`src/wgm_pkg.sv`:
```
// ----------------------------------------------------------------------------
// Wildcard glob matcher package
// Request codes, wildcard characters and the sequencer microprogram.
// ----------------------------------------------------------------------------
package wgm_pkg;

  // Request kinds carried in the input tuser field.
  localparam logic [1:0] REQ_PAT  = 2'd0;
  localparam logic [1:0] REQ_NAME = 2'd1;
  localparam logic [1:0] REQ_EVAL = 2'd2;
  localparam logic [1:0] REQ_CLR  = 2'd3;

  // Wildcard characters.
  localparam logic [7:0] CHAR_ANY_ONE = 8'h3F;
  localparam logic [7:0] CHAR_ANY_RUN = 8'h2A;

  // Sequencer step codes.
  localparam logic [1:0] STEP_IDLE  = 2'd0;
  localparam logic [1:0] STEP_FETCH = 2'd1;
  localparam logic [1:0] STEP_TEST  = 2'd2;
  localparam logic [1:0] STEP_DONE  = 2'd3;

  // Datapath operations.
  localparam logic [1:0] OP_NONE = 2'd0;
  localparam logic [1:0] OP_REQ  = 2'd1;
  localparam logic [1:0] OP_SCAN = 2'd2;
  localparam logic [1:0] OP_EMIT = 2'd3;

  // Jump conditions.
  localparam logic [1:0] JC_NEVER    = 2'd0;
  localparam logic [1:0] JC_EVAL     = 2'd1;
  localparam logic [1:0] JC_FINISH   = 2'd2;
  localparam logic [1:0] JC_OUT_FREE = 2'd3;

  // One control word per step.
  typedef struct packed {
    logic       accept;
    logic [1:0] op;
    logic [1:0] jcond;
    logic [1:0] target;
    logic [1:0] next;
  } ctl_t;

  // Microprogram read-only table.
  function automatic ctl_t wgm_rom(input logic [1:0] step);
    ctl_t w;
    unique case (step)
      STEP_IDLE:  w = '{accept: 1'b1, op: OP_REQ,  jcond: JC_EVAL,
                        target: STEP_FETCH, next: STEP_IDLE};
      STEP_FETCH: w = '{accept: 1'b0, op: OP_NONE, jcond: JC_NEVER,
                        target: STEP_IDLE, next: STEP_TEST};
      STEP_TEST:  w = '{accept: 1'b0, op: OP_SCAN, jcond: JC_FINISH,
                        target: STEP_DONE, next: STEP_FETCH};
      default:    w = '{accept: 1'b0, op: OP_EMIT, jcond: JC_OUT_FREE,
                        target: STEP_IDLE, next: STEP_DONE};
    endcase
    return w;
  endfunction

endpackage

```
`src/wildcard_glob_matcher_unit.sv`:
```
// ----------------------------------------------------------------------------
// Wildcard glob matcher unit
// Matches a stored name against a stored '?' / '*' pattern with a greedy
// scan that backtracks to the last star, run by a small microprogram.
// ----------------------------------------------------------------------------
// Usage:
//   The slave stream carries one request per item: tuser selects append
//   pattern byte, append name byte, evaluate or clear pattern, and tdata
//   holds the byte for the appends. Only an evaluate produces a result on
//   the master stream: tdata bit 0 is matched, bit 1 is overflowed.
//   Appends and clear pattern complete in the step that accepts them. An
//   evaluate walks the backtracking scan from acceptance to the result
//   register; each scan step and the final check take a fetch and a test
//   step through the single read port of each store, and a done step then
//   loads the result. No new request is taken while an evaluate is in progress.
//   A byte that would exceed a store is dropped and sets a sticky overflow
//   flag; while it is set, evaluate reports no match. Clear pattern clears
//   the flag. Evaluate empties the name store.
//   Reset empties both stores and clears the flag; no clearing pass.
//   If the receiver stalls, the result stays in the output register and
//   loads are still accepted; a following evaluate waits for it to drain.
// ----------------------------------------------------------------------------
module wildcard_glob_matcher_unit #(
  parameter int MAX_PATTERN_LEN = 64,
  parameter int MAX_NAME_LEN    = 64
) (
  input  logic       clk_i,
  input  logic       rst_ni,
  input  logic       s_axis_tvalid_i,
  output logic       s_axis_tready_o,
  input  logic [7:0] s_axis_tdata_i,   // [7:0] char_code
  input  logic [1:0] s_axis_tuser_i,   // [1:0] req_type
  output logic       m_axis_tvalid_o,
  input  logic       m_axis_tready_i,
  output logic [7:0] m_axis_tdata_o    // [0] matched, [1] overflowed, [7:2] zero
);

  localparam int PLW = $clog2(MAX_PATTERN_LEN + 1);
  localparam int NLW = $clog2(MAX_NAME_LEN + 1);
  localparam int PAW = (MAX_PATTERN_LEN > 1) ? $clog2(MAX_PATTERN_LEN) : 1;
  localparam int NAW = (MAX_NAME_LEN > 1) ? $clog2(MAX_NAME_LEN) : 1;

  // Stores and their read registers.
  logic [7:0] pat_mem [MAX_PATTERN_LEN];
  logic [7:0] name_mem [MAX_NAME_LEN];
  logic [7:0] pat_rd_q, name_rd_q;

  logic [1:0]     step_q, step_d;
  logic [PLW-1:0] pat_len_q, pat_len_d;
  logic [NLW-1:0] name_len_q, name_len_d;
  logic           ovf_q, ovf_d;
  logic [PLW-1:0] p_q, p_d, star_q, star_d;
  logic [NLW-1:0] n_q, n_d, resume_q, resume_d;
  logic           have_star_q, have_star_d;
  logic           hit_q, hit_d;
  logic           out_valid_q, out_valid_d;
  logic           out_match_q, out_match_d;
  logic           out_ovf_q, out_ovf_d;

  wgm_pkg::ctl_t ctl;
  logic          in_acc, is_eval, out_free, finish, jump;
  logic          pat_wr, name_wr;
  logic          p_in, n_in, c_eq, c_star;

  // Current control word.
  assign ctl = wgm_pkg::wgm_rom(step_q);

  assign s_axis_tready_o = ctl.accept;
  assign in_acc   = s_axis_tvalid_i && ctl.accept;
  assign is_eval  = in_acc && (s_axis_tuser_i == wgm_pkg::REQ_EVAL);
  assign out_free = !out_valid_q || m_axis_tready_i;

  assign pat_wr  = in_acc && (s_axis_tuser_i == wgm_pkg::REQ_PAT) &&
                   (pat_len_q < PLW'(MAX_PATTERN_LEN));
  assign name_wr = in_acc && (s_axis_tuser_i == wgm_pkg::REQ_NAME) &&
                   (name_len_q < NLW'(MAX_NAME_LEN));

  // Scan step decisions on the registered store bytes.
  assign p_in   = p_q < pat_len_q;
  assign n_in   = n_q < name_len_q;
  assign c_eq   = (pat_rd_q == name_rd_q) || (pat_rd_q == wgm_pkg::CHAR_ANY_ONE);
  assign c_star = pat_rd_q == wgm_pkg::CHAR_ANY_RUN;
  assign finish = n_in ? !(p_in && (c_eq || c_star)) && !have_star_q
                       : !(p_in && c_star);

  // Jump selection.
  always_comb begin
    case (ctl.jcond)
      wgm_pkg::JC_EVAL:     jump = is_eval;
      wgm_pkg::JC_FINISH:   jump = finish;
      wgm_pkg::JC_OUT_FREE: jump = out_free;
      default:              jump = 1'b0;
    endcase
    step_d = jump ? ctl.target : ctl.next;
  end

  // Datapath driven by the control word.
  always_comb begin
    pat_len_d   = pat_len_q;
    name_len_d  = name_len_q;
    ovf_d       = ovf_q;
    p_d         = p_q;
    n_d         = n_q;
    star_d      = star_q;
    resume_d    = resume_q;
    have_star_d = have_star_q;
    hit_d       = hit_q;
    out_valid_d = out_valid_q && !m_axis_tready_i;
    out_match_d = out_match_q;
    out_ovf_d   = out_ovf_q;
    case (ctl.op)
      wgm_pkg::OP_REQ: begin
        if (in_acc) begin
          case (s_axis_tuser_i)
            wgm_pkg::REQ_PAT: begin
              if (pat_wr) pat_len_d = pat_len_q + PLW'(1);
              else        ovf_d = 1'b1;
            end
            wgm_pkg::REQ_NAME: begin
              if (name_wr) name_len_d = name_len_q + NLW'(1);
              else         ovf_d = 1'b1;
            end
            wgm_pkg::REQ_EVAL: begin
              p_d         = '0;
              n_d         = '0;
              star_d      = '0;
              resume_d    = '0;
              have_star_d = 1'b0;
            end
            default: begin
              pat_len_d = '0;
              ovf_d     = 1'b0;
            end
          endcase
        end
      end
      wgm_pkg::OP_SCAN: begin
        if (finish) begin
          hit_d = !n_in && (p_q == pat_len_q);
        end else if (n_in && p_in && c_eq) begin
          p_d = p_q + PLW'(1);
          n_d = n_q + NLW'(1);
        end else if (p_in && c_star) begin
          have_star_d = 1'b1;
          star_d      = p_q;
          resume_d    = n_q;
          p_d         = p_q + PLW'(1);
        end else begin
          // Backtrack: the last star absorbs one more name byte.
          p_d      = star_q + PLW'(1);
          resume_d = resume_q + NLW'(1);
          n_d      = resume_q + NLW'(1);
        end
      end
      wgm_pkg::OP_EMIT: begin
        if (out_free) begin
          out_valid_d = 1'b1;
          out_match_d = hit_q && !ovf_q;
          out_ovf_d   = ovf_q;
          name_len_d  = '0;
        end
      end
      default: ;
    endcase
  end

  // Control registers.
  always_ff @(posedge clk_i or negedge rst_ni) begin
    if (!rst_ni) begin
      step_q      <= wgm_pkg::STEP_IDLE;
      pat_len_q   <= '0;
      name_len_q  <= '0;
      ovf_q       <= 1'b0;
      out_valid_q <= 1'b0;
    end else begin
      step_q      <= step_d;
      pat_len_q   <= pat_len_d;
      name_len_q  <= name_len_d;
      ovf_q       <= ovf_d;
      out_valid_q <= out_valid_d;
    end
  end

  // Scan and result payload registers.
  always_ff @(posedge clk_i) begin
    p_q         <= p_d;
    n_q         <= n_d;
    star_q      <= star_d;
    resume_q    <= resume_d;
    have_star_q <= have_star_d;
    hit_q       <= hit_d;
    out_match_q <= out_match_d;
    out_ovf_q   <= out_ovf_d;
  end

  // Pattern store: one write and one registered read per cycle.
  always_ff @(posedge clk_i) begin
    if (pat_wr) pat_mem[pat_len_q[PAW-1:0]] <= s_axis_tdata_i;
    pat_rd_q <= pat_mem[p_q[PAW-1:0]];
  end

  // Name store: one write and one registered read per cycle.
  always_ff @(posedge clk_i) begin
    if (name_wr) name_mem[name_len_q[NAW-1:0]] <= s_axis_tdata_i;
    name_rd_q <= name_mem[n_q[NAW-1:0]];
  end

  assign m_axis_tvalid_o = out_valid_q;
  assign m_axis_tdata_o  = {6'b0, out_ovf_q, out_match_q};

`ifndef ASSERT_OFF
  // The scan never runs past the stored pattern.
  a_p_bound: assert property (@(posedge clk_i) disable iff (!rst_ni)
    (step_q == wgm_pkg::STEP_TEST) |-> (p_q <= pat_len_q))
    else $error("pattern index beyond pattern length");

  // The scan never runs past the stored name.
  a_n_bound: assert property (@(posedge clk_i) disable iff (!rst_ni)
    (step_q == wgm_pkg::STEP_TEST) |-> (n_q <= name_len_q))
    else $error("name index beyond name length");

  // An accepted evaluate starts the scan.
  a_eval_start: assert property (@(posedge clk_i) disable iff (!rst_ni)
    is_eval |=> (step_q == wgm_pkg::STEP_FETCH))
    else $error("evaluate did not start the scan");

  // Emitting a result empties the name store and shows the result.
  a_emit: assert property (@(posedge clk_i) disable iff (!rst_ni)
    (step_q == wgm_pkg::STEP_DONE && out_free) |=>
      (name_len_q == '0 && out_valid_q && step_q == wgm_pkg::STEP_IDLE))
    else $error("result emit did not complete");

  // A reported match never comes with overflow.
  a_no_ovf_match: assert property (@(posedge clk_i) disable iff (!rst_ni)
    out_valid_q |-> !(out_match_q && out_ovf_q))
    else $error("match reported with overflow");
`endif

endmodule

```
`config.mk`:
```
export PLATFORM = sky130hd
export DESIGN_NAME = wildcard_glob_matcher_unit
export DESIGN_NICKNAME = d
export VERILOG_FILES = /design/src/wgm_pkg.sv /design/src/wildcard_glob_matcher_unit.sv
export SDC_FILE = /design/constraint.sdc
export NUM_CORES = 1
export LEC_CHECK = 0
export BUFFER_PORTS_ARGS = -buffer_cell sky130_fd_sc_hd__buf_2
export CORE_UTILIZATION = 53
export CTS_BUF_LIST = sky130_fd_sc_hd__clkbuf_4
export CTS_CLUSTER_DIAMETER = 100
export DETAILED_ROUTE_END_ITERATION = 12
export PLACE_DENSITY = 0.72
export SETUP_SLACK_MARGIN = 0.1
export SYNTH_ARGS = -nofsm -noshare
export SYNTH_HDL_FRONTEND = slang
export SYNTH_SLANG_ARGS = --single-unit
```
`constraint.sdc`:
```
create_clock -name clk_i -period 3.9 [get_ports clk_i]
set_input_delay 0.585 -clock clk_i [delete_from_list [all_inputs] [get_ports clk_i]]
set_output_delay 0.585 -clock clk_i [all_outputs]
set_load 0.01 [all_outputs]
```
==> Word level (Yosys, flattened, before mapping) <==
Memory sizes are Yosys's and may differ from the RTL's. A register that Yosys moved wholly into a read port is not among the register bits.
Index checks and enable logic that the tools add are counted.
{ "word_totals": {"regBits": 50, "mem_bits_rw": 1024, "input_bits": 14, "output_inout_bits": 10, "word_cells": 132, "mem_count": 2} }
{ "memory_table": {"columns": ["memory", "words", "word_bits", "rd", "rd_ports_with_merged_regs", "write_ports", "line", "rtl"], "rows": [
  ["name_mem", 64, 8, 1, 1, 1, "wildcard_glob_matcher_unit.sv:45", "logic [7:0] name_mem [MAX_NAME_LEN];"],
  ["pat_mem", 64, 8, 1, 1, 1, "wildcard_glob_matcher_unit.sv:44", "logic [7:0] pat_mem [MAX_PATTERN_LEN];"]
]} }
{ "op_classes": {"n_addsub": 6, "n_lt_le_gt_ge": 4, "eq_ne": 25, "n_mux": 43, "bitwise_logic": 2, "reduce_logical": 37} }
{ "ops": {"columns": ["cell", "count"], "rows": [
  ["$mux W7", 18],
  ["$pmux W7 S2", 6],
  ["$add A7 B1 Y7 const B", 6],
  ["$pmux W9 S3", 1],
  ["$ne A2 B2 Y1 const B", 11],
  ["$eq A8 B6 Y1 const B", 2],
  ["$reduce_and A5 Y1", 3],
  ["$logic_and A1 B1 Y1", 14],
  ["$lt A7 B7 Y1", 2],
  ["$lt A7 B7 Y1 const B", 2],
  ["$mux W1", 14],
  ["$eq A2 B2 Y1 const B", 6],
  ["$eq A2 B1 Y1 const B", 4],
  ["$eq A8 B8 Y1", 1],
  ["$reduce_and A4 Y1", 2],
  ["$eq A7 B7 Y1", 1],
  ["$logic_not A1 Y1", 7],
  ["$pmux W1 S3", 2],
  ["$reduce_and A6 Y1", 1],
  ["$logic_not A2 Y1", 2],
  ["$reduce_and A2 Y1", 2],
  ["$reduce_bool A2 Y1", 2],
  ["$logic_or A1 B1 Y1", 3],
  ["$mux W2", 1],
  ["other kinds (3)", 4]
]} }

==> Longest topological paths before layout <==
Gate-level depths: netlist (run 1).
{ "depth": {"depth_word": 9, "depth_mapped": 12, "depth_no_buf": 8} }

==> Worst setup path before layout (run 1) <==
No wires, ideal clock.
{ "synth_timing": {"path_type": "register -> register", "start": "reg p_q[0]", "end": "reg n_q[0], enable pin", "arrival_time_ps": 3173, "required_time_ps": 3497, "path_slack_ps": 325, "stages_incl_launch_ff": 12, "period_less_slack_ps": 3575, "cell_sequence": "edfxtp_1 > buf_4 > buf_4 > buf_2 > inv_2 > ha_1 > nand3b_1 > a21oi_1 > nor3_1 > o221ai_2 > and3_1 > nor3_1"} }
{ "synth_via": {"elab_chain_len": 7, "elab_cells_between_ends": 9, "cone_classes": "1 x order compare; 1 x eq/ne; 1 x mux; 6 x reduce/logical"} }
{ "synth_lines": {"columns": ["element", "line", "rtl"], "rows": [
  ["start, declared", "wildcard_glob_matcher_unit.sv:52", "logic [PLW-1:0] p_q, p_d, star_q, star_d;"],
  ["start signal, assigned", "wildcard_glob_matcher_unit.sv:186", "p_q <= p_d;"],
  ["$lt A7 B7 Y1 (*)", "wildcard_glob_matcher_unit.sv:79", "assign p_in = p_q < pat_len_q;"],
  ["$logic_and A1 B1 Y1", "wildcard_glob_matcher_unit.sv:83", "assign finish = n_in ? !(p_in && (c_eq || c_star)) && !have_star_q"],
  ["$logic_not A1 Y1", "wildcard_glob_matcher_unit.sv:83", null],
  ["$logic_and A1 B1 Y1", "wildcard_glob_matcher_unit.sv:83", null],
  ["$mux W1 (*)", "wildcard_glob_matcher_unit.sv:83", null],
  ["$ne A2 B2 Y1 (no line) (*)", null, null],
  ["$reduce_and A4 Y1 (no line) (*)", null, null],
  ["end signal, assigned", "wildcard_glob_matcher_unit.sv:187", "n_q <= n_d;"],
  ["end, declared", "wildcard_glob_matcher_unit.sv:53", "logic [NLW-1:0] n_q, n_d, resume_q, resume_d;"]
]} }
Every way passes the cells marked *; elsewhere a longest branch is shown, timed or not.
A chain may end at the register's enable or synchronous reset.

==> Worst setup path in the final report (run 1) <==
{ "layout_timing": {"start": "reg name_len_q[2]", "end": "reg resume_q[1], enable pin"} }
{ "layout_via": {"elab_chain_len": 5, "elab_cells_between_ends": 7, "cone_classes": "1 x order compare; 2 x eq/ne; 1 x mux; 3 x reduce/logical"} }
{ "layout_lines": {"columns": ["element", "line", "rtl"], "rows": [
  ["start, declared", "wildcard_glob_matcher_unit.sv:50", "logic [NLW-1:0] name_len_q, name_len_d;"],
  ["start signal, assigned", "wildcard_glob_matcher_unit.sv:178", "name_len_q <= name_len_d;"],
  ["$lt A7 B7 Y1 (*)", "wildcard_glob_matcher_unit.sv:80", "assign n_in = n_q < name_len_q;"],
  ["$logic_and A1 B1 Y1 (2 in a row)", "wildcard_glob_matcher_unit.sv:140", "end else if (n_in && p_in && c_eq) begin"],
  ["$ne A2 B2 Y1 (no line)", null, null],
  ["$reduce_and A5 Y1 (no line) (*)", null, null],
  ["end signal, assigned", "wildcard_glob_matcher_unit.sv:189", "resume_q <= resume_d;"],
  ["end, declared", "wildcard_glob_matcher_unit.sv:53", null]
]} }
Marked as above.

==> summary.txt, run 1 <==
GRT
  – Grt met1 use: 33.39%
  – First-pass GRT wire length: 145100 um
  – Grt total ovfl: 0
  – Pin count of the biggest net entering global routing: roughly 130
  – GRT Total Usage: 24.17%
  – Top Usage Layer GRT: met2
  – Initial antenna violation count: 2
  – Met3 Use GR: under 10%
  – Met2 Resource Use GR: a little under two fifths
  – Vias in the first global route: 23.41k

Drt
  – DR iter-0 viols: 2621
  – Total wire length: approximately 97000 um
  – Avg WL per Cell: roughly 26 um
  – Antenna Nets Post-Route: 0
  – # DRC: 0
  – DR pass1 iterations: 5
  – Via/cell ratio: 6.148
  – Vias: 22.71k

Power and ir drop
  – Peak supply drop: 0.0004866 V
  – Total Power: 30.56 mW
  – Leak pwr: 15.58 nW
  – Pwr Density: ~640 nW/um2

Clock network
  – Clock latency at the later pin of the worst-skew pair: 1.13 ns
  – Hold buffers post-CTS: 11
  – Root Buffer: clkbuf_4
  – Post-CTS sizing: 0
  – TritonCTS buffer count: 279
  – CTS Sinks: 1090
  – Post-CTS setup repair buffer count: 0
  – CTS max path bufs: 4
  – CTS tree: done
  – Clock transition at path regs: ~0.060 ns
  – CTS H-tree lvls: 5

Synthesis
  – Synth Instances: between 2k and 2.5k
  – Sequential area share after synthesis: ~75%
  – Post-synth EDFFs: 1056
  – Synthesized area: between 40000 and 50000 um2
  – Primary FF master, synth: edfxtp_1
  – Seq cells post-synth: 1090
  – FFs w/ async S/R, synth: 1.651%
  – Syn Area/Cell: 19.79 um2
  – Synth cell types: 62
  – YS warnings: 0

Critical path
  – Reg2Reg Capture Point: resume_q[1]
  – Worst-path cell chain: inv_1 > ha_1 > a21oi_1 > o21ai_0 > a221oi_1 > o221ai_2 > and3_1 > a2111oi_1 > buf_4
  – Reg2reg path depth: 9
  – R2r setup slk: 0.53 ns
  – WP data required: 4.71 ns
  – Setup CP Type: register to register
  – WP buf/inv: 2
  – Critical Path Start Type: register
  – CP Capture Type: register
  – Crit Path Max Fanout: 15
  – Max stage delay on crit path: 0.67 ns
  – Arrival time at the worst endpoint: 4.18 ns
  – Critical path's slowest cell: a221oi_1
  – Critical path's top delay family: compound AO/OA/AOI/OAI gates
  – R2r startpoint: name_len_q[2]

Layout
  – Final #Nets: 2499
  – Layout cells sized above 1: 29.15%
  – Area of the multi-input gates: 10020 um2
  – Fillers: 5676
  – Register Area: 32480 um2
  – P&R area growth vs syn: 11.74%

Place
  – IO Port Bufs: 17
  – HPWL Detailed: 58680 um
  – Pre-CTS WS: 0.5328 ns
  – GP Congestion: ~0.90

Die
  – Total die area: 82420 um2
  – Core Rows: 104
  – Initial Util: 53.56%
  – I/O pin cnt: 24
  – Die Wd: about 290 um
  – Core ar.: 80420 um2
  – Die Span Y: 287.1 um

STA
  – Slew @ Worst Pin: 1.136 ns
  – Final hold vios: 0
  – Slew Viols, Final: 0
  – Post-route setup slack: between 0.5 and 0.6 ns
  – Clock skew: 0.05726 ns
  – Post-Route Setup TNS: 0 ns
  – Endpoints failing setup: 0
  – Slew margin rel.: 24.28%
  – Crit path time final: 3.375 ns
  – Period utilization: 86.54%
  – Unrepaired setup endpoints after global routing: no
  – F_max: 0.2963 GHz

Run status
  – Status: complete, no violations

Min path
  – Hold depth: 5
  – WHS Endpoint: step_q[0]
  – Hold_sp: s_axis_tuser_i[0]
  – HP Class: input port to register

Job
  – Max-cap viol count: 0
==> tightest hold or removal path, stage by stage <==
cell,delay [ns]
buf_2,0.09
inv_1,0.05
ha_1,0.28
a21oi_1,0.15
nor2_1,0.05
==> area by class of cell <==
class / count / share of cell area (%)
clock inverters: 56 / 0.5537
well taps: 1060 / 2.755
multi-input cells: 958 / 20.82
repair buffers: 110 / 2.064
clock buffers: 393 / 6.130
flip-flops and latches: 1090 / 67.48
inverters: 24 / 0.1872
diodes: 2 / 0.01040
==> report_power, final <==
| group | switching, mW | leakage [nW] | internal (mW) |
|---|---|---|---|
| Combinational | 4.64 | 3.76 | 3.42 |
| Clock | 4.31 | 1.94 | 4.73 |
| Sequential | 0.267 | 9.88 | 13.2 |
| Total | 9.22 | 15.6 | 21.3 |
==> Yosys cell counts, drive strengths merged (11+ instances only) <==
library cell | count | share of area, %
edfxtp | 1056 | 74
mux4 | 246 | 13
nor2 | 183 | 1.6
mux2i | 77 | 1.8
buf | 65 | 0.79
nand2 | 60 | 0.52
clkbuf | 45 | 0.39
nand3 | 44 | 0.51
a22oi | 30 | 0.52
o21ai | 29 | 0.34
a21oi | 28 | 0.33
inv | 23 | 0.20
ha | 22 | 0.64
nor3 | 21 | 0.24
a211oi | 20 | 0.35
xnor2 | 19 | 0.39
dfrtp | 18 | 1.0
dfxtp | 16 | 0.74
nor2b | 16 | 0.23
o22ai | 16 | 0.23
mux2 | 13 | 0.34
nand2b | 13 | 0.19
a2111oi | 11 | 0.23
==> flip-flops by register name, summed over array words and instances (netlist names), 8 cells and up <==
| name | flops |
|---|---|
| name_rd_q | 8 |
| name_mem | 512 |
| pat_rd_q | 8 |
| pat_mem | 512 |
==> layout by cell type (no fill, tap or decap), types with 20 or more instances in the layout <==
master    netlist  routed
edfxtp_1     1056    1056
clkbuf_4        0     393
mux4_2        246     246
nor2_1        183     183
mux2i_1        77      77
buf_4          12      77
nand2_1        60      60
clkinv_1        1      47
nand3_1        44      44
a22oi_1        30      30
o21ai_0        29      29
a21oi_1        28      28
inv_1          22      22
ha_1           22      22
nor3_1         21      20
a211oi_1       20      20
==> worst max path at each step <==
stage / depth (start not counted) / end / start
floorplan: 11 / n_q[0] / p_q[0]
global placement: 9 / resume_q[5] / name_len_q[5]
detailed placement: 9 / resume_q[0] / name_len_q[2]
CTS: 9 / resume_q[0] / name_len_q[2]
global route: 9 / resume_q[1] / name_len_q[2]
finish: 9 / resume_q[1] / name_len_q[2]
==> per-stage QoR <==
step / util (%) / area [um2] / std cells / hold slack [ns]
CTS: 59.85 / 48130 / 3691 / 0.03333
floorplan: - / 43090 / 2182 / 0.2894
global placement: 55.71 / 44800 / 3231 / 0.5099
finish: 59.85 / 48130 / 3693 / 0.1439
global route: 59.85 / 48130 / 3693 / 0.09795
detailed placement: 55.71 / 44800 / 3231 / 0.5233
==> metal layers <==
layer  routed length (um)  part of all wire (%)
met1                38220                    39
met2                46710                    48
met3                10540                    11
met4                 1564                   1.6
met5                    0                     0
==> kinds of logic (layout without fill, tap and decap cells) <==
kind of cell	Yosys count	count (layout)	synth area share (%)
adders and majority gates	22	22	0.6390
DFF	1090	1090	75.41
and+or+nand+nor	380	380	3.982
xor gates and xnor gates	29	29	0.5896
buffers and inverters	134	583	1.388
muxes	336	336	14.99
other	1	8	0.008706
AOI/OAI and AO/OA	185	185	2.995
No activity file was read; power rests on OpenSTA's default activity.
==> run 2: changes to the inputs <==
CORE_ASPECT_RATIO = 1.75   (was default)
CORE_UTILIZATION = 40   (was 53)
PLACE_DENSITY = 0.58   (was 0.72)
==> summary.txt, run 2 (same netlist as run 1, synthesis figures left out) <==
Run status
  – Status: complete, no violations

Power and ir drop
  – Sw frac: 31.70%
  – Gate power share: 27.7%
  – Int Pwr: 20.90 mW
  – Sw power: just under 10 mW
  – Leak pwr: 15.91 nW
  – Pwr Density: 623.8 nW/um2
  – Clk pwr share: between 20 and 30%
  – Part of the power in registers: about 44%
  – Peak supply drop: 0.0004432 V

Job
  – Max-cap viol count: 0

Critical path
  – CP Capture Type: register
  – Crit Path Max Fanout: 32
  – Setup CP Type: register to register
  – Critical Path Start Type: register
  – WP data required: about 5.0 ns
  – Arrival time at the worst endpoint: 4.37 ns

Clock network
  – Post-CTS sizing: 0
  – CTS H-tree lvls: 4
  – CTS tree: done
  – Clock latency at the later pin of the worst-skew pair: approximately 1.2 ns
  – CTS max path bufs: 3
  – Root Buffer: clkbuf_4
  – CTS Sinks: approximately 1.1k
  – Clock transition at path regs: roughly 0.080 ns
  – TritonCTS buffer count: ~240

Drt
  – Via/cell ratio: 5.537
  – Met2 WL post-DR: 61680 um
  – Vias: 22.60k
  – Avg WL per Cell: 27.26 um
  – # DRC: 0
  – Antenna Nets Post-Route: 0
  – Total wire length: 111200 um
  – Top routing layer in use: met4
  – DR iter-0 viols: ~1.7k
  – Met3 WL: 5113 um
  – DR pass1 iterations: 5
  – M1 WL: 37720 um

Die
  – Die Span Y: around 440 um
  – Die Wd: 250.1 um
  – Core Rows: between 150 and 200
  – I/O pin cnt: 24
  – Total die area: approximately 110000 um2
  – Initial Util: 40.50%
  – Core ar.: 106400 um2

GRT
  – Vias in the first global route: roughly 24k
  – Grt total ovfl: 0
  – First-pass GRT wire length: 162200 um
  – Pin count of the biggest net entering global routing: 120
  – GRT Total Usage: 20.75%
  – Initial antenna violation count: 2

Layout
  – Most frequent cells in the layout: 1056 x edfxtp_1, 327 x clkbuf_4, 246 x mux4_2
  – Final instance area: 49040 um2
  – Fillers: 9125
  – Layout cells sized above 1: 29.88%
  – Commonest non-fill, non-tap cell in the layout: edfxtp_1
  – P&R area growth vs syn: 13.85%
  – Final #Nets: about 2.5k

STA
  – Final hold vios: 0
  – Post-Route Setup TNS: 0 ns
  – Unrepaired setup endpoints after global routing: no
  – Slew margin rel.: between 20% and 30%
  – Clock skew: 0.05657 ns
  – Slew @ Worst Pin: 1.089 ns
  – Period utilization: 84.12%
  – Hold WS: just under 0.07 ns
  – Crit path time final: 3.281 ns
  – Endpoints failing setup: 0
  – Slew Viols, Final: 0
  – Post-route setup slack: 0.6194 ns
  – F_max: slightly above 0.3 GHz

Place
  – IO Port Bufs: 17
  – Dpl cell area: 45820 um2
  – GP Congestion: a little over 0.9
  – HPWL Detailed: slightly above 70000 um
  – Pre-CTS WS: 0.5304 ns

Min path
  – HP Class: input port to register
## run 2: path summary, 6_finish.rpt
kind | startpoint | to | slack, ns | cells past startpoint
worst min-delay path | s_axis_tdata_i[2] | pat_mem[24][2] | 0.07 | 1
min in group asynchronous | rst_ni | name_len_q[3] | 0.73 | 3
worst max-delay path | p_q[0] | pat_rd_q[6] | 0.62 | 6
worst min register to register | ovf_q | out_ovf_q | 0.51 | 0
worst max register to register | p_q[0] | pat_rd_q[6] | 0.62 | 6
max in group asynchronous | rst_ni | pat_len_q[0] | 2.50 | 3
## run 2: final cells by class
cell class	count	area, um2	area share, %
multi-input cells	958	10020	20.43
repair buffers	197	1682	3.429
diodes	7	17.52	0.03572
clock inverters	118	593.1	1.209
well taps	1360	1702	3.470
flip-flops and latches	1090	32480	66.23
clock buffers	327	2455	5.006
inverters	24	90.09	0.1837
## run 2: through the flow
stage	std cells	utilization [%]	power, mW
floorplan	2182	-	19.06
global placement	3614	43.09	22.23
detailed placement	3614	43.09	22.28
CTS	4074	46.09	30.94
global route	4077	46.10	31.80
finish	4081	46.11	30.59
## run 2: critical path, stage by stage, from the launching register on
cell and delay, ns:
edfxtp_1 0.66, buf_12 0.35, mux4_2 0.55, nor2b_1 0.15
a2111oi_0 0.89, a31oi_1 0.19, a32o_1 0.35
## run 2: power by group through the flow
stage	Sequential (mW)	Clock [mW]	Combinational (mW)
6_report	13.5	8.59	8.49
5_1_grt	13.5	9.35	8.92
4_1_cts	13.5	8.85	8.59
3_5_place_dp	13.8	0	8.53
3_3_place_gp	13.8	0	8.48
2_1_floorplan	13.6	0	5.46
## run 2: repair_timing
action,4_1_cts,5_1_grt
hold buffers,15,0
endpoints found under the setup margin,0,0
hold endpoints to repair,316,0
setup buffers,0,0
## run 2: per-layer routing
metal,vias up,track usage (%)
met5,-,0
met4,0,12.38
met3,264,4.022
met2,761,38.61
met1,11790,21.33
li1,9786,-
==> run 3: changes to the inputs <==
ABC_AREA = 1   (was default)
PLACE_DENSITY = 0.6   (was 0.58)
clock period = 2.6 ns   (was 3.9 ns; I/O delays follow)
==> summary.txt, run 3 <==
Job
  – Max-cap viol count: 0

Layout
  – Commonest non-fill, non-tap cell in the layout: edfxtp_1
  – P&R area growth vs syn: 15.39%
  – Most frequent cells in the layout: 1056 x edfxtp_1, 774 x nor2_1, 531 x o21ai_0
  – Final #Nets: about 4k
  – Layout cells sized above 1: ~17%

Die
  – Core ar.: between 100000 and 150000 um2
  – Die Span Y: 442.3 um
  – Total die area: between 100000 and 150000 um2
  – Die Wd: 253.6 um
  – I/O pin cnt: 24
  – Core Rows: roughly 160
  – Initial Util: between 40% and 50%

Synthesis
  – Primary FF master, synth: edfxtp_1
  – Sequential area share after synthesis: 73.29%
  – Synth Instances: 3560
  – Post-synth top area cell: edfxtp_1
  – Post-synth top area share: 71.55%
  – Count leader, synth: edfxtp_1
  – Synth area leaders: edfxtp_1 72%, nor2_1 6.6%, o21ai_0 6.0%
  – FFs w/ async S/R, synth: ~1.7%
  – Syn Area/Cell: 12.45 um2
  – YS warnings: 0
  – Synthesized area: roughly 44000 um2
  – Post-synth EDFFs: 1056
  – Synth top cells by count: 1056 x edfxtp_1, 779 x nor2_1, 531 x o21ai_0
  – Seq cells post-synth: 1090
  – Synth cell types: 44

STA
  – Unrepaired setup endpoints after global routing: no
  – Slew @ Worst Pin: 1.046 ns
  – Endpoints failing setup: 0
  – Crit path time final: 2.413 ns
  – Final hold vios: 0
  – Clock skew: roughly 0.088 ns
  – F_max: about 0.41 GHz
  – Slew margin rel.: 30.16%
  – Post-Route Setup TNS: 0 ns
  – Hold WS: 0.1849 ns
  – Period utilization: 92.80%
  – Slew Viols, Final: 0

Critical path
  – Arrival time at the worst endpoint: between 3 and 4 ns
  – Critical Path Start Type: input port
  – WP data required: 3.38 ns
  – R2r setup slk: between 0.2 and 0.25 ns
  – Worst-path cell chain: dlygate4sd3_1 > buf_2 > inv_1 > ha_1 > dlygate4sd3_1 > inv_1 > nor4_2 > nand3_1 > buf_4 > nor2_1 > buf_4
  – WP buf/inv: 7
  – CP Capture Type: register
  – Crit Path Max Fanout: 8
  – Critical path's slowest cell: dlygate4sd3_1
  – Reg2reg path depth: 9
  – Critical path depth: 11
  – Critical path's top delay family: buffers and inverters
  – Max stage delay on crit path: 0.59 ns
  – Setup CP Type: input port to register

Power and ir drop
  – Total Power: 49.89 mW
  – Peak supply drop: 0.0006705 V
  – Pwr Density: 975.6 nW/um2
  – Leak pwr: ~17 nW

Clock network
  – CTS max path bufs: 3
  – Clock latency at the later pin of the worst-skew pair: 1.16 ns
  – Clock transition at path regs: 0.07 ns
  – Root Buffer: clkbuf_4
  – TritonCTS buffer count: 225
  – CTS tree: done
  – CTS H-tree lvls: 4
  – CTS Sinks: 1090

Place
  – IO Port Bufs: 17
  – HPWL Detailed: 79880 um
  – GP Congestion: 0.9351

GRT
  – Pin count of the biggest net entering global routing: about 130
  – GRT Total Usage: 22.22%
  – Vias in the first global route: 29.85k
  – Grt total ovfl: 0
  – First-pass GRT wire length: 182700 um
  – Initial antenna violation count: 2

Drt
  – Vias: between 20k and 30k
  – Antenna Nets Post-Route: 0
  – # DRC: 0
  – DR pass1 iterations: 6
  – Via/cell ratio: 5.344
  – DR iter-0 viols: 2155
  – Total wire length: about 120000 um
  – Avg WL per Cell: about 22 um

Run status
  – Status: complete, no violations

Min path
  – Hold depth: 5
  – HP Class: input port to register
run 3: changes by cell type in the layout (fill, tap and decap cells not counted), sizes merged, moves of 107 or more:
| cell | previous run | this run |
|---|---|---|
| mux4 | 246 | 0 |
| buf | 182 | 312 |
| o21ai | 29 | 546 |
| o211ai | 2 | 109 |
| nand2 | 60 | 264 |
| nor2 | 183 | 781 |
| o22ai | 16 | 132 |
run 3: cell type report:
type                       instances  area [um2]
sequential                      1090       32480
timing repair buffer             331        3025
inverter                          91       357.8
tap                             1467        1836
fill                           10080       58850
antenna                            6       15.01
clock buffer                     326        2447
multi-input combinational       2164       10490
clock inverter                    76       486.7
run 3: worst register-to-register path, delay by kind of cell (launching register included):
kind / cells / cell delay [ns]
and+or+nand+nor: 3 / 0.44
buffers and inverters: 3 / 0.72
DFF: 1 / 0.51
AOI/OAI and AO/OA: 3 / 0.66
run 3: through the flow:
stage                     utilization [%]  worst slack (ns)  area [um2]  std cells
after global placement              43.58            0.1357       47930       5121
after global routing                46.50           0.09359       51140       5551
after floorplan                         -            0.1134       44340       3565
final                               46.50            0.1872       51140       5551
after detailed placement            43.58            0.1538       47930       5121
after CTS                           46.41           0.08355       51040       5541
run 3: where the power goes:
part	switching, mW	internal [mW]
sequential	0.480	19.9
combinational	11.6	5.17
clock	6.35	6.43
total	18.4	31.5
run 3: cells by family (layout without fill, tap and decap cells):
| family | after synthesis | after routing | synth area share (%) |
|---|---|---|---|
| AND/OR/NAND/NOR | 1244 | 1244 | 11.46 |
| flip-flops | 1090 | 1090 | 73.29 |
| AO/OA/AOI/OAI | 867 | 867 | 10.95 |
| buffers and inverters | 311 | 824 | 3.179 |
| XOR/XNOR | 25 | 25 | 0.4941 |
| adder cells (fa/ha/maj) | 22 | 22 | 0.6211 |
| other | 1 | 12 | 0.008461 |
run 3: worst paths after layout:
path,from,endpoint
worst max-delay path,s_axis_tuser_i[1],pat_mem[6][4]
worst min-delay path,m_axis_tready_i,m_axis_tvalid_o
worst max register to register,n_q[0],name_rd_q[1]
worst min register to register,hit_q,out_match_q
max in group asynchronous,rst_ni,step_q[1]
min in group asynchronous,rst_ni,name_len_q[1]
run 3: timing repair:
item | in CTS | in global routing
hold buffers | 18 | 0
resized for setup | 0 | 11
setup endpoints to repair | 5 | 44
pin swaps | 0 | 3
setup buffers | 0 | 3
cloned | 0 | 1
endpoints found under the hold margin | 1125 | 0
run 3: metal layers:
metal / routed length, um / vias up / part of all wire [%] / global-route usage (%)
li1: - / 13800 / - / -
met1: 42380 / 14460 / 34 / 22.69
met5: 0 / - / 0 / 0
met2: 65860 / 1048 / 53 / 40.07
met4: 9672 / 0 / 7.8 / 16.45
met3: 6037 / 354 / 4.9 / 3.900
